File: config.mk
export PLATFORM = sky130hd
export DESIGN_NAME = ac3_sync_frame_header_parser_unit
export DESIGN_NICKNAME = d
export VERILOG_FILES = /design/src/rtl/core/ac3_pkg.sv /design/src/rtl/core/ac3_front.sv /design/src/rtl/core/ac3_back.sv /design/src/rtl/core/ac3_sync_frame_header_parser_unit.sv
export VERILOG_INCLUDE_DIRS = /design/src /design/src/rtl/core
export SDC_FILE = /design/constraint.sdc
export NUM_CORES = 1
export LEC_CHECK = 0
export BUFFER_PORTS_ARGS = -buffer_cell sky130_fd_sc_hd__buf_2
export CAP_MARGIN = 0
export CORE_MARGIN = 2
export CORE_UTILIZATION = 30
export CTS_BUF_LIST = sky130_fd_sc_hd__clkbuf_4 sky130_fd_sc_hd__clkbuf_8 sky130_fd_sc_hd__clkbuf_16
export DETAILED_ROUTE_END_ITERATION = 10
export PLACE_DENSITY = 0.55
export SLEW_MARGIN = 20
export SYNTH_ARGS = -nofsm -noshare
export SYNTH_HDL_FRONTEND = slang
export SYNTH_SLANG_ARGS = --single-unit
File: constraint.sdc
create_clock -name clk_i -period 7.6 [get_ports clk_i]
set_input_delay 0.76 -clock clk_i [delete_from_list [all_inputs] [get_ports clk_i]]
set_output_delay 0.76 -clock clk_i [all_outputs]
set_load 0.03 [all_outputs]
File: src/rtl/core/ac3_sync_frame_header_parser_unit_assert.svh
// Assertion macros for the AC-3 header parser.
`ifndef AC3_SYNC_FRAME_HEADER_PARSER_UNIT_ASSERT_SVH
`define AC3_SYNC_FRAME_HEADER_PARSER_UNIT_ASSERT_SVH
// Implication checked at every clock edge outside reset.
`define AC3_ASSERT_IMP(lbl, ante, cons) \
  lbl: assert property (@(posedge clk_i) disable iff (!rst_ni) (ante) |-> (cons)) \
    else $error("assertion failed");
// Next-cycle implication.
`define AC3_ASSERT_NXT(lbl, ante, cons) \
  lbl: assert property (@(posedge clk_i) disable iff (!rst_ni) (ante) |=> (cons)) \
    else $error("assertion failed");
`endif

File: src/rtl/core/ac3_pkg.sv
// Shared types, constants and frame size table for the AC-3 header parser.
`timescale 1ns / 1ps
package ac3_pkg;
  localparam int unsigned OffsetBitsDefault = 32;
  localparam logic [7:0] SyncHi = 8'h0B;
  localparam logic [7:0] SyncLo = 8'h77;
  localparam logic [5:0] NumSizeCodes = 6'd38;

  typedef enum logic [1:0] {
    PH_SKIP_START = 2'd0,
    PH_HUNT       = 2'd1,
    PH_HEADER     = 2'd2,
    PH_FRAME      = 2'd3
  } phase_e;

  // Header bytes captured by the front part, handed to the back part.
  typedef struct packed {
    logic [31:0] offset;
    logic [7:0]  b0;
    logic [7:0]  b1;
    logic [7:0]  b2;
    logic [7:0]  b3;
    logic [7:0]  b4;
    logic [7:0]  b5;
  } hdr_raw_t;

  // Decoded record; packs to tdata with frame_offset lowest.
  typedef struct packed {
    logic        header_valid;
    logic        lfe_present;
    logic [2:0]  channel_mode;
    logic [2:0]  service_mode;
    logic [4:0]  stream_id;
    logic [10:0] frame_words;
    logic [5:0]  size_code;
    logic [1:0]  rate_code;
    logic [15:0] crc_word;
    logic [31:0] frame_offset;
  } hdr_rec_t;

  // A/52 frame words at 48 kHz; 44.1 kHz tabled, 32 kHz derived below.
  function automatic logic [10:0] size_48k(input logic [4:0] idx);
    logic [10:0] w;
    case (idx)
      5'd0: w = 11'd64;    5'd1: w = 11'd80;    5'd2: w = 11'd96;
      5'd3: w = 11'd112;   5'd4: w = 11'd128;   5'd5: w = 11'd160;
      5'd6: w = 11'd192;   5'd7: w = 11'd224;   5'd8: w = 11'd256;
      5'd9: w = 11'd320;   5'd10: w = 11'd384;  5'd11: w = 11'd448;
      5'd12: w = 11'd512;  5'd13: w = 11'd640;  5'd14: w = 11'd768;
      5'd15: w = 11'd896;  5'd16: w = 11'd1024; 5'd17: w = 11'd1152;
      5'd18: w = 11'd1280;
      default: w = 11'd0;
    endcase
    return w;
  endfunction

  function automatic logic [10:0] size_44k(input logic [5:0] sz);
    logic [10:0] w;
    case (sz[5:1])
      5'd0: w = 11'd69;    5'd1: w = 11'd87;    5'd2: w = 11'd104;
      5'd3: w = 11'd121;   5'd4: w = 11'd139;   5'd5: w = 11'd174;
      5'd6: w = 11'd208;   5'd7: w = 11'd243;   5'd8: w = 11'd278;
      5'd9: w = 11'd348;   5'd10: w = 11'd417;  5'd11: w = 11'd487;
      5'd12: w = 11'd557;  5'd13: w = 11'd696;  5'd14: w = 11'd835;
      5'd15: w = 11'd975;  5'd16: w = 11'd1114; 5'd17: w = 11'd1253;
      5'd18: w = 11'd1393;
      default: w = 11'd0;
    endcase
    return w + {10'd0, sz[0]};
  endfunction

  function automatic logic [10:0] frame_size(input logic [1:0] fs, input logic [5:0] sz);
    logic [10:0] base;
    logic [10:0] w;
    base = size_48k(sz[5:1]);
    case (fs)
      2'd0: w = base;
      2'd1: w = size_44k(sz);
      2'd2: w = base + {1'b0, base[10:1]};
      default: w = 11'd0;
    endcase
    return w;
  endfunction
endpackage

File: src/rtl/core/ac3_front.sv
// Front part: start skip, sync hunt, header byte capture and frame skip.
`timescale 1ns / 1ps
module ac3_front #(
  parameter int unsigned OffsetBits = 32
) (
  input  logic              clk_i,
  input  logic              rst_ni,
  input  logic [31:0]       start_skip_i,
  input  logic              in_valid_i,
  output logic              in_ready_o,
  input  logic [7:0]        in_byte_i,
  output logic              hdr_valid_o,
  input  logic              hdr_ready_i,
  output ac3_pkg::hdr_raw_t hdr_o,
  input  logic              skip_valid_i,
  input  logic [11:0]       skip_len_i
);
  import ac3_pkg::*;
  `include "ac3_sync_frame_header_parser_unit_assert.svh"

  phase_e phase_q, phase_d;
  logic [7:0] last_q, last_d;
  logic last_vld_q, last_vld_d;
  logic [2:0] cnt_q, cnt_d;
  logic [31:0] skip_q, skip_d;
  logic [OffsetBits-1:0] pos_q;
  logic [7:0] hb_q [5];
  logic [31:0] off_q;
  logic wait_q, wait_d;
  logic acc;

  // Stall while a header waits for its decode result (frame length), and hold
  // the sixth header byte while the record queue has no room.
  assign in_ready_o = !wait_q && !(phase_q == PH_HEADER && cnt_q == 3'd5 && !hdr_ready_i);
  assign acc = in_valid_i && in_ready_o;

  // next state
  always_comb begin
    phase_e ph;
    ph = phase_q;
    phase_d = phase_q;
    last_d = last_q;
    last_vld_d = last_vld_q;
    cnt_d = cnt_q;
    skip_d = skip_q;
    wait_d = wait_q;
    if (wait_q && skip_valid_i) begin
      wait_d = 1'b0;
      if (skip_len_i != 12'd0) begin
        phase_d = PH_FRAME;
        skip_d = {20'd0, skip_len_i};
      end else begin
        phase_d = PH_HUNT;
        last_vld_d = 1'b0;
        last_d = 8'd0;
      end
    end else if (acc) begin
      if (ph == PH_SKIP_START) begin
        if (skip_q < start_skip_i) skip_d = skip_q + 32'd1;
        else begin
          ph = PH_HUNT;
          last_vld_d = 1'b0;
        end
      end
      phase_d = ph;
      case (ph)
        PH_HUNT: begin
          if ((last_vld_q || phase_q == PH_HUNT) && last_vld_d && last_q == SyncHi
              && in_byte_i == SyncLo) begin
            phase_d = PH_HEADER;
            cnt_d = 3'd0;
          end else begin
            last_d = in_byte_i;
            last_vld_d = 1'b1;
          end
        end
        PH_HEADER: begin
          if (cnt_q == 3'd5) begin
            cnt_d = 3'd0;
            wait_d = 1'b1;
          end else cnt_d = cnt_q + 3'd1;
        end
        PH_FRAME: begin
          skip_d = skip_q - 32'd1;
          if (skip_q == 32'd1) begin
            phase_d = PH_HUNT;
            last_vld_d = 1'b0;
            last_d = 8'd0;
          end
        end
        default: ;
      endcase
    end
  end

  // registers
  always_ff @(posedge clk_i or negedge rst_ni) begin
    if (!rst_ni) begin
      phase_q <= PH_SKIP_START;
      last_q <= 8'd0;
      last_vld_q <= 1'b0;
      cnt_q <= 3'd0;
      skip_q <= 32'd0;
      pos_q <= '0;
      wait_q <= 1'b0;
    end else begin
      phase_q <= phase_d;
      last_q <= last_d;
      last_vld_q <= last_vld_d;
      cnt_q <= cnt_d;
      skip_q <= skip_d;
      wait_q <= wait_d;
      if (acc) pos_q <= pos_q + {{(OffsetBits-1){1'b0}}, 1'b1};
    end
  end

  // header capture; offset of sync byte is position minus two at first header byte
  always_ff @(posedge clk_i) begin
    if (acc && phase_q == PH_HEADER && cnt_q != 3'd5) hb_q[cnt_q] <= in_byte_i;
    if (acc && phase_q == PH_HEADER && cnt_q == 3'd0) begin
      off_q <= 32'(pos_q - OffsetBits'(2));
    end
  end

  // Record handed to the back part on the sixth header byte.
  logic sent_q;
  always_ff @(posedge clk_i or negedge rst_ni) begin
    if (!rst_ni) sent_q <= 1'b0;
    else sent_q <= acc && phase_q == PH_HEADER && cnt_q == 3'd5;
  end
  logic [7:0] b5_q;
  always_ff @(posedge clk_i) begin
    if (acc && phase_q == PH_HEADER && cnt_q == 3'd5) b5_q <= in_byte_i;
  end

  assign hdr_valid_o = sent_q;
  always_comb begin
    hdr_o = '{offset: off_q, b0: hb_q[0], b1: hb_q[1], b2: hb_q[2], b3: hb_q[3],
              b4: hb_q[4], b5: b5_q};
  end

  `AC3_ASSERT_IMP(a_no_accept_waiting, wait_q, !in_ready_o)
  `AC3_ASSERT_NXT(a_wait_after_sixth, acc && phase_q == PH_HEADER && cnt_q == 3'd5, wait_q)
  `AC3_ASSERT_IMP(a_cnt_range, 1'b1, cnt_q <= 3'd5)
endmodule

File: src/rtl/core/ac3_back.sv
// Back part: header decode, two-entry result queue and output stage.
`timescale 1ns / 1ps
module ac3_back (
  input  logic              clk_i,
  input  logic              rst_ni,
  input  logic              push_i,
  output logic              hdr_ready_o,
  input  ac3_pkg::hdr_raw_t hdr_i,
  output logic              skip_valid_o,
  output logic [11:0]       skip_len_o,
  output logic              out_valid_o,
  input  logic              out_ready_i,
  output ac3_pkg::hdr_rec_t rec_o
);
  import ac3_pkg::*;
  `include "ac3_sync_frame_header_parser_unit_assert.svh"

  hdr_rec_t dec;
  logic [2:0] acm;
  logic [15:0] bits;
  logic vld;

  // decode
  always_comb begin
    acm = hdr_i.b4[7:5];
    bits = {hdr_i.b4[4:0], hdr_i.b5, 3'd0};
    if (acm[0] && acm != 3'd1) bits = bits << 2;
    if (acm[2]) bits = bits << 2;
    if (acm == 3'd2) bits = bits << 2;
    vld = hdr_i.b2[7:6] != 2'd3 && hdr_i.b2[5:0] < NumSizeCodes;
    dec.frame_offset = hdr_i.offset;
    dec.crc_word = {hdr_i.b0, hdr_i.b1};
    dec.rate_code = hdr_i.b2[7:6];
    dec.size_code = hdr_i.b2[5:0];
    dec.frame_words = vld ? frame_size(hdr_i.b2[7:6], hdr_i.b2[5:0]) : 11'd0;
    dec.stream_id = hdr_i.b3[7:3];
    dec.service_mode = hdr_i.b3[2:0];
    dec.channel_mode = acm;
    dec.lfe_present = bits[15];
    dec.header_valid = vld;
  end

  assign skip_valid_o = push_i;
  assign skip_len_o = dec.header_valid ? {dec.frame_words, 1'b0} - 12'd8 : 12'd0;

  // two-entry queue toward the master side
  hdr_rec_t q_q [2];
  logic [1:0] cnt_q;
  logic rd_q, wr_q;
  logic pop;
  assign out_valid_o = cnt_q != 2'd0;
  assign pop = out_valid_o && out_ready_i;
  assign rec_o = q_q[rd_q];
  // room for the one header that can be in flight from the front part
  assign hdr_ready_o = cnt_q != 2'd2;

  always_ff @(posedge clk_i or negedge rst_ni) begin
    if (!rst_ni) begin
      cnt_q <= 2'd0;
      rd_q <= 1'b0;
      wr_q <= 1'b0;
    end else begin
      if (push_i) wr_q <= !wr_q;
      if (pop) rd_q <= !rd_q;
      cnt_q <= cnt_q + {1'b0, push_i} - {1'b0, pop};
    end
  end
  always_ff @(posedge clk_i) begin
    if (push_i) q_q[wr_q] <= dec;
  end

  `AC3_ASSERT_IMP(a_no_overflow, push_i, cnt_q != 2'd2 || pop)
  `AC3_ASSERT_IMP(a_cnt_max, 1'b1, cnt_q <= 2'd2)
  `AC3_ASSERT_IMP(a_words_zero_bad, push_i && !dec.header_valid, dec.frame_words == 11'd0)
endmodule

File: src/rtl/core/ac3_sync_frame_header_parser_unit.sv
// Top level of the AC-3 sync frame header parser.
// A record is offered once the sixth header byte's record has passed the sent register and the queue.
// Throughput: 1 byte per cycle, except a stall after each header
//   while the decoded frame length is fed back to the skip counter.
// Records buffer in a 2-entry queue; the sixth header byte waits while it is full.
// Reset (rst_ni low, async) clears all control state; start_skip resets to 0.
`timescale 1ns / 1ps
module ac3_sync_frame_header_parser_unit #(
  parameter int unsigned OffsetBits = ac3_pkg::OffsetBitsDefault
) (
  input  logic         clk_i,
  input  logic         rst_ni,
  input  logic         cfg_we_i,
  input  logic [31:0]  cfg_wdata_i,
  input  logic         s_axis_tvalid,
  output logic         s_axis_tready,
  input  logic [7:0]   s_axis_tdata,   // data_byte
  output logic         m_axis_tvalid,
  input  logic         m_axis_tready,
  // frame_offset, crc_word, rate_code, size_code, frame_words, stream_id,
  // service_mode, channel_mode, lfe_present, header_valid, then zero pad
  output logic [87:0]  m_axis_tdata
);
  import ac3_pkg::*;

  logic [31:0] start_skip_q;
  hdr_raw_t raw;
  hdr_rec_t rec;
  logic push, hdr_rdy, skv;
  logic [11:0] skl;

  always_ff @(posedge clk_i or negedge rst_ni) begin
    if (!rst_ni) start_skip_q <= 32'd0;
    else if (cfg_we_i) start_skip_q <= cfg_wdata_i;
  end

  // front part; holds the sixth header byte while the queue may not take another record
  ac3_front #(.OffsetBits(OffsetBits)) u_front (
    .clk_i, .rst_ni, .start_skip_i(start_skip_q),
    .in_valid_i(s_axis_tvalid), .in_ready_o(s_axis_tready), .in_byte_i(s_axis_tdata),
    .hdr_valid_o(push), .hdr_ready_i(hdr_rdy), .hdr_o(raw),
    .skip_valid_i(skv), .skip_len_i(skl)
  );

  ac3_back u_back (
    .clk_i, .rst_ni, .push_i(push), .hdr_ready_o(hdr_rdy), .hdr_i(raw),
    .skip_valid_o(skv), .skip_len_o(skl),
    .out_valid_o(m_axis_tvalid), .out_ready_i(m_axis_tready), .rec_o(rec)
  );
  assign m_axis_tdata = {8'd0, rec};
endmodule
After elaboration in Yosys (flattened, before gate mapping)
Memories as Yosys holds them, arrays and structs flattened.
Cells that the tools add are included.
{"block": "word_totals", "register_bits": 156, "ram_bits": 200, "romBits": 576, "out_inout_bits": 90, "elab_cells": 140, "n_memories": 4}
{"name": "(no name shown)", "words": 32, "width": 11, "read_ports": 1, "rd_ports_with_merged_regs": 0, "write_ports": 0, "line": "ac3_pkg.sv:59", "text": "case (sz[5:1])"}
{"name": "(no name shown)", "words": 32, "width": 7, "read_ports": 1, "rd_ports_with_merged_regs": 0, "write_ports": 0, "line": "ac3_pkg.sv:44", "text": "case (idx)"}
{"name": "u_back.q_q", "words": 2, "width": 80, "read_ports": 1, "rd_ports_with_merged_regs": 0, "write_ports": 1, "line": "ac3_back.sv:47", "text": "hdr_rec_t q_q [2];"}
{"name": "u_front.hb_q", "words": 5, "width": 8, "read_ports": 5, "rd_ports_with_merged_regs": 0, "write_ports": 1, "line": "ac3_front.sv:27", "text": "logic [7:0] hb_q [5];"}
{"block": "op_classes", "addsub": 10, "magnitude_cmp": 2, "eq_ne": 21, "mux": 50, "bitwise_logic": 1, "n_reduce_logical": 38}
{"op": "$mux 32", "n": 6}
{"op": "$add 32x1->32 const B", "n": 2}
{"op": "$mux 16", "n": 3}
{"op": "$mux 8", "n": 5}
{"op": "$pmux 11 s3", "n": 1}
{"op": "$eq 32x1->1 const B", "n": 1}
{"op": "$lt 32x32->1", "n": 1}
{"op": "$sub 32x1->32 const B", "n": 1}
{"op": "$sub 32x2->32 const B", "n": 1}
{"op": "$mux 11", "n": 2}
{"op": "$mux 2", "n": 9}
{"op": "$mux 1", "n": 17}
{"op": "$pmux 8 s2", "n": 1}
{"op": "$logic_and 1x1->1", "n": 15}
{"op": "$mux 12", "n": 1}
{"op": "$reduce_bool 12->1", "n": 1}
{"op": "$sub 12x4->12 const B", "n": 1}
{"op": "$add 11x1->11", "n": 1}
{"op": "$add 11x10->11", "n": 1}
{"op": "$reduce_bool 2->1", "n": 5}
{"op": "$reduce_bool 3->1", "n": 3}
{"op": "$eq 2x2->1 const B", "n": 4}
{"op": "$eq 8x4->1 const B", "n": 1}
{"op": "$eq 8x7->1 const B", "n": 1}
{"op": "other kinds (25)", "n": 38}

Longest topological paths before layout
Gate-level depths: netlist of the first run.
{"block": "logic_depth", "word_depth": 15, "mapped_depth": 18, "mapped_depth_nobuf": 16}

Modules after synthesis
A second synthesis of the first run with hierarchy kept.
{"block": "unflattened", "hier_cells": 1422, "hier_area_um2": 17738.3}
{"mod": "ac3_front", "n_inst": 1, "cells_each": 853, "area_each_um2": 8829.7, "seq_area_each_um2": 4404.2}
{"mod": "ac3_back", "n_inst": 1, "cells_each": 492, "area_each_um2": 7499.7, "seq_area_each_um2": 4904.7}
{"mod": "ac3_sync_frame_header_parser_unit", "n_inst": 1, "cells_each": 77, "area_each_um2": 1408.9, "seq_area_each_um2": 800.8}

Worst setup path before layout of the first run
Ideal clock, no wire load.
{"block": "synth_timing", "path_kind": "register to register", "startpoint": "register u_front.cnt_q[1]", "endpoint": "register u_front.off_q[0], enable pin", "setup_ns": 0.461, "arrival_ns": 4.281, "path_slack_ns": 2.858, "stages_incl_launch_ff": 8, "n_path_buf": 2, "period_less_slack_ns": 4.742, "path_cell_list": "dfrtp_1 -> clkbuf_1 -> and3b_1 -> a41oi_1 -> and2_1 -> clkbuf_1 -> nand3b_1 -> nor3_1"}
{"block": "synth_between", "elab_chain_cells": 8}
{"element": "start: declaration", "line": "ac3_front.sv:24", "text": "logic [2:0] cnt_q, cnt_d;"}
{"element": "start signal: assignment", "line": "ac3_front.sv:110", "text": "cnt_q <= cnt_d;"}
{"element": "$eq 3x3->1", "line": "ac3_front.sv:34", "text": "assign in_ready_o = !wait_q && !(phase_q == PH_HEADER && cnt_q == 3'd5 && !hdr_ready_i);"}
{"element": "$logic_and 1x1->1 (2 in series)", "line": "ac3_front.sv:34"}
{"element": "$logic_not 1->1", "line": "ac3_front.sv:34"}
{"element": "$logic_and 1x1->1", "line": "ac3_front.sv:34"}
{"element": "named net s_axis_tready", "line": "ac3_sync_frame_header_parser_unit.sv:16", "text": "output logic s_axis_tready,"}
{"element": "$logic_and 1x1->1", "line": "ac3_front.sv:35", "text": "assign acc = in_valid_i && in_ready_o;"}
{"element": "$logic_and 1x1->1 (2 in series)", "line": "ac3_front.sv:120", "text": "if (acc && phase_q == PH_HEADER && cnt_q == 3'd0) begin"}
{"element": "end signal: assignment", "line": "ac3_front.sv:121", "text": "off_q <= 32'(pos_q - OffsetBits'(2));"}
{"element": "end: declaration", "line": "ac3_front.sv:28", "text": "logic [31:0] off_q;"}
The timed path passes the listed nets, and every way through them passes these cells.
A chain may end at the register's enable or synchronous reset.

==> impl_metrics.py, run 1 <==
metrics = {
    "status": {
        "status": "complete, no violations",
    },
    "die": {
        "io_pins": 135,
        "dieArea_um2": 57900,
        "rows": 86,
        "die_w_um": 241,
        "die_h_um": 241,
        "start_util_pct": 30.4,
        "coreArea_um2": 55200,
    },
    "route": {
        "wl_met2_um": 17600,
        "vias": 10900,
        "wirelength_um": 38200,
        "ant_nets": 0,
        "met1Wirelength_um": 18000,
        "first_iter_violations": 817,
        "met3_length_um": 1880,
        "avgViaCountPerCell": 4.77,
        "drc": 0,
        "firstDrtPassIters": 5,
        "detail_route.wl_per_cell_um": 16.7,
        "top_layer_used": "met4",
    },
    "job": {
        "drv_cap": 0,
    },
    "timing": {
        "worstMarginPinSlew_ns": 0.995,
        "relSlewSlack_pct": 33.5,
        "finalCritPeriodShare_pct": 70.8,
        "finalSetupViolCount": 0,
        "layout_min_cycle_time_ns": 5.38,
        "rsz0062_at_grt": "false",
        "hold_slack_ns": 0.226,
        "slew_viol_final": 0,
        "fin_skew_ns": 0.0247,
        "fin_tns_setup_ns": 0,
        "timing.final.hold_violations": 0,
        "max_freq_ghz": 0.186,
    },
    "global_routing": {
        "grt_start_max_net_pins": 71,
        "antenna_found_initial": 0,
        "grt_pass1_vias": 10700,
        "overflow": 0,
        "grt_usage_pct": 13.2,
        "grt_pass1_wl_um": 60000,
    },
    "setup_path": {
        "worstSetupEndpoint": "u_front.phase_q[1]",
        "path_max_fanout": 32,
        "start_kind": "flip-flop",
        "crit_type": "flip-flop to flip-flop",
        "crit_chain": "inv_1, ha_1, and4bb_2, a211oi_2, inv_1, ha_1, xor2_1, a211oi_1, or4_1, a31o_2, o311ai_2, and3_1, a221oi_2, nor4b_4, a21oi_4, or3_1",
        "arrival_ns": 5.80,
        "cpLargestDelayFamily": "simple AND/OR/NAND/NOR gates",
        "path_buf_inv": 2,
        "crit_slowest_cell": "edfxtp_1",
        "worst-path-stages": 16,
        "cp-startpoint": "u_front.hb_q[2][2]",
        "worstRegToRegCells": 16,
        "slowest_delay_ns": 0.63,
        "rrSetupSlack_ns": 2.22,
        "cp.required_ns": 8.02,
        "reg2reg_to": "u_front.phase_q[1]",
        "rr_startpoint": "u_front.hb_q[2][2]",
        "cp-end-kind": "flip-flop",
    },
    "power": {
        "combPwrFrac_pct": 17.5,
        "switching_share_pct": 28.2,
        "p_switching_mw": 1.40,
        "internal_power_mw": 3.58,
        "power_frac_clock_pct": 39.5,
        "seq_power_share_pct": 42.9,
        "powerDensity_nw_per_um2": 254,
        "peakVddDrop_mv": 0.141,
        "p_leak_nw": 7.70,
    },
    "synth": {
        "yosysUniqueCellTypes": 82,
        "synth_seq_cells": 346,
        "syn-cell-area_um2": 16800,
        "ys_warn_count": 0,
        "ys_seq_area_share_pct": 58.4,
        "synth_edf_count": 230,
        "synth_cells": 1384,
        "synthArstFlopShare_pct": 33.5,
        "synthFlopType": "edfxtp_1",
        "syn_avg_cell_area_um2": 12.1,
    },
    "final_layout": {
        "diodes": 0,
        "drive_gt1_share_pct": 21.4,
        "areaGrowthSynthToFinish_pct": 16.7,
        "stdcell_area_um2": 19600,
        "fin_cells": 2285,
        "nets": 1611,
    },
    "placed_design": {
        "place_inst": 2211,
        "dp_hpwl_um": 26200,
        "dpl_cell_area_um2": 18200,
        "portBuffers": 126,
        "routabilityCongestion": 0.834,
    },
    "clock_tree": {
        "clock_sinks": 346,
        "ctsResizeCount": 0,
        "cts_buffers": 40,
        "clock_path_buffers": 3,
        "post_cts_buffers": 0,
        "clk_pin_slew_ns": 0.06,
        "clk_latency_ns": 0.56,
        "tritoncts": "yes",
        "ctsHtreeMaxLevel": 2,
        "root_buffer": "clkbuf_16",
        "hold_buffers": 0,
    },
    "min_path": {
        "hp-class": "input pin to async pin",
    },
}
## placed cells by master (no fill, tap or decap), types with 9 or more instances in the layout
| cell | netlist | layout |
|---|---|---|
| or3_1 | 16 | 16 |
| nor4_1 | 12 | 12 |
| nand2_1 | 105 | 105 |
| nand4_1 | 20 | 20 |
| nor3_1 | 36 | 35 |
| nor2_1 | 112 | 111 |
| and2_1 | 14 | 13 |
| and3_1 | 21 | 21 |
| buf_4 | 11 | 11 |
| nand2b_1 | 13 | 13 |
| mux2_2 | 85 | 85 |
| o21ai_0 | 60 | 60 |
| or2_2 | 10 | 10 |
| ha_1 | 60 | 60 |
| clkbuf_16 | 0 | 41 |
| nor2b_1 | 13 | 13 |
| o21ai_1 | 9 | 9 |
| xnor2_1 | 58 | 58 |
| inv_1 | 62 | 62 |
| dfrtp_1 | 116 | 115 |
| nand3_1 | 35 | 35 |
| a21oi_1 | 38 | 38 |
| buf_2 | 5 | 125 |
| edfxtp_1 | 230 | 230 |
| xor2_1 | 37 | 37 |
## logic make-up after synthesis
group / share of synthesized area (%)
AND/OR/NAND/NOR: 13.8
flip-flops: 58.4
AO/OA/AOI/OAI: 8.72
buffers and inverters: 3.10
XOR/XNOR: 4.96
multiplexers: 6.40
adder cells (fa/ha/maj): 4.59
other: 0.0223
## cell type report
type / instances / area, um2
fill: 5389 / 35600
sequential: 346 / 9810
multi-input combinational: 919 / 6510
clock buffer: 52 / 1150
tap: 748 / 936
timing repair buffer: 136 / 708
clock inverter: 22 / 243
inverter: 62 / 233
## per-stage QoR
step | total power [mW] | setup slack [ns] | util (%)
after floorplan | 2.81 | 2.86 | -
after global placement | 3.06 | 2.34 | 33.0
after detailed placement | 3.07 | 2.25 | 33.0
after CTS | 5.08 | 2.20 | 35.5
after global routing | 5.22 | 1.83 | 35.5
final | 4.99 | 2.22 | 35.5
## synth_stat cells (all sizes together) (5+ instances only)
library cell  count  share of area (%)
nand2           105                2.3
nor4             12               0.45
nand3b            5               0.22
o211ai            5               0.22
inv              62                1.4
xnor2            58                3.0
ha               60                4.5
nor3             36                1.1
a211oi            9               0.43
nand4            20               0.75
nand3            36                1.1
or4               6               0.27
mux2             86                5.8
mux2i             8               0.48
xor2             37                1.9
nor2b            13               0.48
edfxtp          230                 41
and3             21               0.78
a22o              8               0.42
a31oi             8               0.30
a21o              8               0.36
a21oi            39                1.2
o21a              8               0.36
or3              16               0.60
and2             14               0.52
o21ai            69                2.1
o31ai             9               0.43
nor4b             6               0.48
nor2            112                2.5
and4              7               0.37
clkbuf           43               0.96
or2              10               0.37
a221oi            6               0.46
nor3b             5               0.22
dfrtp           116                 17
buf              21               0.75
nand2b           13               0.48
## worst min path at each step
stage	to	from	cells past startpoint	slack [ns]
after CTS	u_front.last_q[0]	rst_ni	1	0.23
after floorplan	u_back.q_q[0][0]	u_front.off_q[0]	0	0.42
after detailed placement	u_back.q_q[0][73]	u_front.hb_q[3][1]	0	0.43
after global routing	u_front.pos_q[6]	rst_ni	1	0.25
after global placement	u_back.q_q[1][38]	u_front.hb_q[1][6]	0	0.42
final	u_front.pos_q[6]	rst_ni	1	0.23
## registers in the layout (all words and copies together) (netlist names)
name / cells
u_front.phase_q: 2
u_front.cnt_q: 3
u_front.last_vld_q: 1
u_back.cnt_q: 2
u_back.rd_q: 1
u_front.off_q: 32
u_front.hdr_valid_o: 1
u_front.skip_q: 32
u_front.hb_q: 38
u_front.pos_q: 32
u_back.q_q: 160
u_back.wr_q: 1
start_skip_q: 32
u_front.last_q: 8
u_front.wait_q: 1
## power by group through the flow
stage	logic, mW	registers (mW)	clock network [mW]
finish	0.875	2.14	1.97
global placement	0.886	2.18	0
global route	0.955	2.15	2.11
CTS	0.897	2.14	2.05
floorplan	0.674	2.14	0
detailed placement	0.892	2.18	0
## metal layers
layer | up-vias | global-route usage, %
li1 | 5283 | -
met1 | 5316 | 18.1
met2 | 247 | 21.2
met3 | 49 | 2.46
met4 | 0 | 3.99
met5 | - | 0
(Power assumes the default switching activity.)
==> run 2: changes to the inputs <==
- ABC_AREA: not set -> 1
- clock period: 7.6 -> 5.05 ns (I/O delays scaled with it)
==> impl_metrics.py, run 2 <==
metrics = {
    "synth": {
        "synth_seq_cells": 346,
        "synth_area_leaders": "edfxtp_1 (39%), dfrtp_1 (16%), nand2_1 (14%)",
        "yosysUniqueCellTypes": 54,
        "synth_top_area_share_pct": 38.9,
        "synthArstFlopShare_pct": 33.5,
        "synth_cells": 1960,
        "synthTopCellsByCount": "nand2_1 (669), edfxtp_1 (230), nor2_1 (160)",
        "synth_edf_count": 230,
        "yosys.cell_count.top_type": "nand2_1",
        "syn_avg_cell_area_um2": 9.06,
        "synthFlopType": "edfxtp_1",
        "syn-cell-area_um2": 17800,
        "synth_area_leader_cell": "edfxtp_1",
        "ys_warn_count": 0,
        "ys_seq_area_share_pct": 55.3,
    },
    "global_routing": {
        "antenna_found_initial": 0,
        "grt_pass1_vias": 13300,
        "grt_start_max_net_pins": 81,
        "grt_pass1_wl_um": 71700,
        "grt_usage_pct": 14.7,
        "overflow": 0,
    },
    "placed_design": {
        "routabilityCongestion": 0.896,
        "preCtsSetupSlack_ns": 0.700,
        "place_inst": 2795,
        "portBuffers": 126,
        "dp_hpwl_um": 31000,
    },
    "final_layout": {
        "mostFrequentLayoutCell": "nand2_1",
        "multi_input_area_um2": 7040,
        "n_fill_cell": 6026,
        "drive_gt1_share_pct": 11.9,
        "largest-register": "u_back.q_q",
        "seq_area_um2": 9810,
        "reg_top3": "u_back.q_q: 160 flops, u_front.hb_q: 38 flops",
        "diodes": 0,
        "areaGrowthSynthToFinish_pct": 15.3,
        "nets": 2170,
        "mostFrequentLayoutCells": "nand2_1 (669), edfxtp_1 (230), nor2_1 (159)",
        "fin_cells": 2868,
        "largest_reg_flops": 160,
    },
    "die": {
        "start_util_pct": 30.2,
        "coreArea_um2": 58800,
        "rows": 89,
        "io_pins": 135,
        "die_h_um": 247,
        "die_w_um": 247,
        "dieArea_um2": 61100,
    },
    "setup_path": {
        "worstRegToRegCells": 25,
        "worstSetupEndpoint": "u_front.skip_q[23]",
        "crit_slowest_cell": "edfxtp_1",
        "rrSetupSlack_ns": 0.67,
        "cp-startpoint": "u_front.hb_q[2][1]",
        "cp.required_ns": 5.49,
        "slowest_delay_ns": 0.49,
        "arrival_ns": 4.82,
        "cp-end-kind": "flip-flop",
        "crit_type": "flip-flop to flip-flop",
        "reg2reg_to": "u_front.skip_q[23]",
        "path_max_fanout": 30,
        "start_kind": "flip-flop",
        "crit_path_frequent_cell": "nand2_1",
        "rr_startpoint": "u_front.hb_q[2][1]",
    },
    "timing": {
        "finalSetupViolCount": 0,
        "fin_skew_ns": 0.0337,
        "relSlewSlack_pct": 32.1,
        "timing.final.hold_violations": 0,
        "fin_tns_setup_ns": 0,
        "worstMarginPinSlew_ns": 1.02,
        "setup_slack_ns": 0.666,
        "slew_viol_final": 0,
        "layout_min_cycle_time_ns": 4.38,
        "finalCritPeriodShare_pct": 86.8,
        "max_freq_ghz": 0.228,
        "rsz0062_at_grt": "false",
    },
    "clock_tree": {
        "clk_pin_slew_ns": 0.06,
        "clk_latency_ns": 0.57,
        "hold_buffers": 0,
        "clock_path_buffers": 3,
        "ctsHtreeMaxLevel": 2,
        "post_cts_buffers": 0,
        "cts_buffers": 40,
        "ctsResizeCount": 0,
        "root_buffer": "clkbuf_16",
        "tritoncts": "yes",
        "clock_sinks": 346,
    },
    "route": {
        "vias": 13500,
        "detail_route.wl_per_cell_um": 15.5,
        "wirelength_um": 44400,
        "drc": 0,
        "first_iter_violations": 960,
        "ant_nets": 0,
        "avgViaCountPerCell": 4.70,
        "firstDrtPassIters": 5,
    },
    "min_path": {
        "hp-class": "input pin to async pin",
    },
    "power": {
        "totalPowerFinal_mw": 7.57,
        "peakVddDrop_mv": 0.274,
        "p_leak_nw": 9.22,
        "powerDensity_nw_per_um2": 369,
    },
    "job": {
        "drv_cap": 0,
    },
    "status": {
        "status": "complete, no violations",
    },
}
run 2: kinds of logic (layout without fill, tap and decap cells):
family | after synthesis | after routing | synth area share (%)
and+or+nand+nor | 1075 | 1075 | 25.4
adders and majority gates | 61 | 61 | 4.34
xor gates and xnor gates | 100 | 100 | 4.93
other | 1 | 8 | 0.0211
muxes | 2 | 2 | 0.120
DFF | 346 | 346 | 55.3
buffers and inverters | 236 | 364 | 5.41
AOI/OAI and AO/OA | 139 | 139 | 4.50
run 2: where the power goes:
group          switching [mW]  internal [mW]
logic                    1.19          0.371
registers              0.0153           3.04
clock network            1.20           1.75
total                    2.41           5.16
run 2: critical path: cells and delay by family, from the launching register on:
family / cells / cell delay (ns)
adders and majority gates: 3 / 0.79
and+or+nand+nor: 17 / 1.87
DFF: 1 / 0.49
AOI/OAI and AO/OA: 2 / 0.41
buffers and inverters: 3 / 0.67
run 2: cell type report:
cell class              count  area share, %
clock inverters            26           1.36
clock buffers              47           5.26
repair buffers            139           3.57
inverters                 152           2.79
well taps                 773           4.72
flip-flops and latches    346           47.9
multi-input cells        1385           34.4
run 2: through the flow:
step           area [um2]  utilization [%]  hold slack (ns)
5_1_grt             20500             34.8            0.141
6_report            20500             34.8           0.0923
3_5_place_dp        19100             32.5            0.430
3_3_place_gp        19100             32.5            0.421
4_1_cts             20500             34.8            0.113
2_1_floorplan       17800                -            0.209
run 2: metal layers:
layer	track usage [%]	wire (um)	vias to the layer above
met2	24.1	20500	347
met4	4.54	1100	0
met3	2.36	2170	61
met1	20.0	20600	6420
met5	0	0	-
li1	-	-	6656
run 2: worst min-delay path by stage:
stage | slack (ns) | to
after floorplan | 0.21 | start_skip_q[0]
after global placement | 0.42 | u_back.q_q[0][46]
after detailed placement | 0.43 | u_back.q_q[1][38]
after CTS | 0.11 | u_front.pos_q[0]
after global routing | 0.14 | u_front.pos_q[0]
final | 0.09 | u_front.pos_q[2]
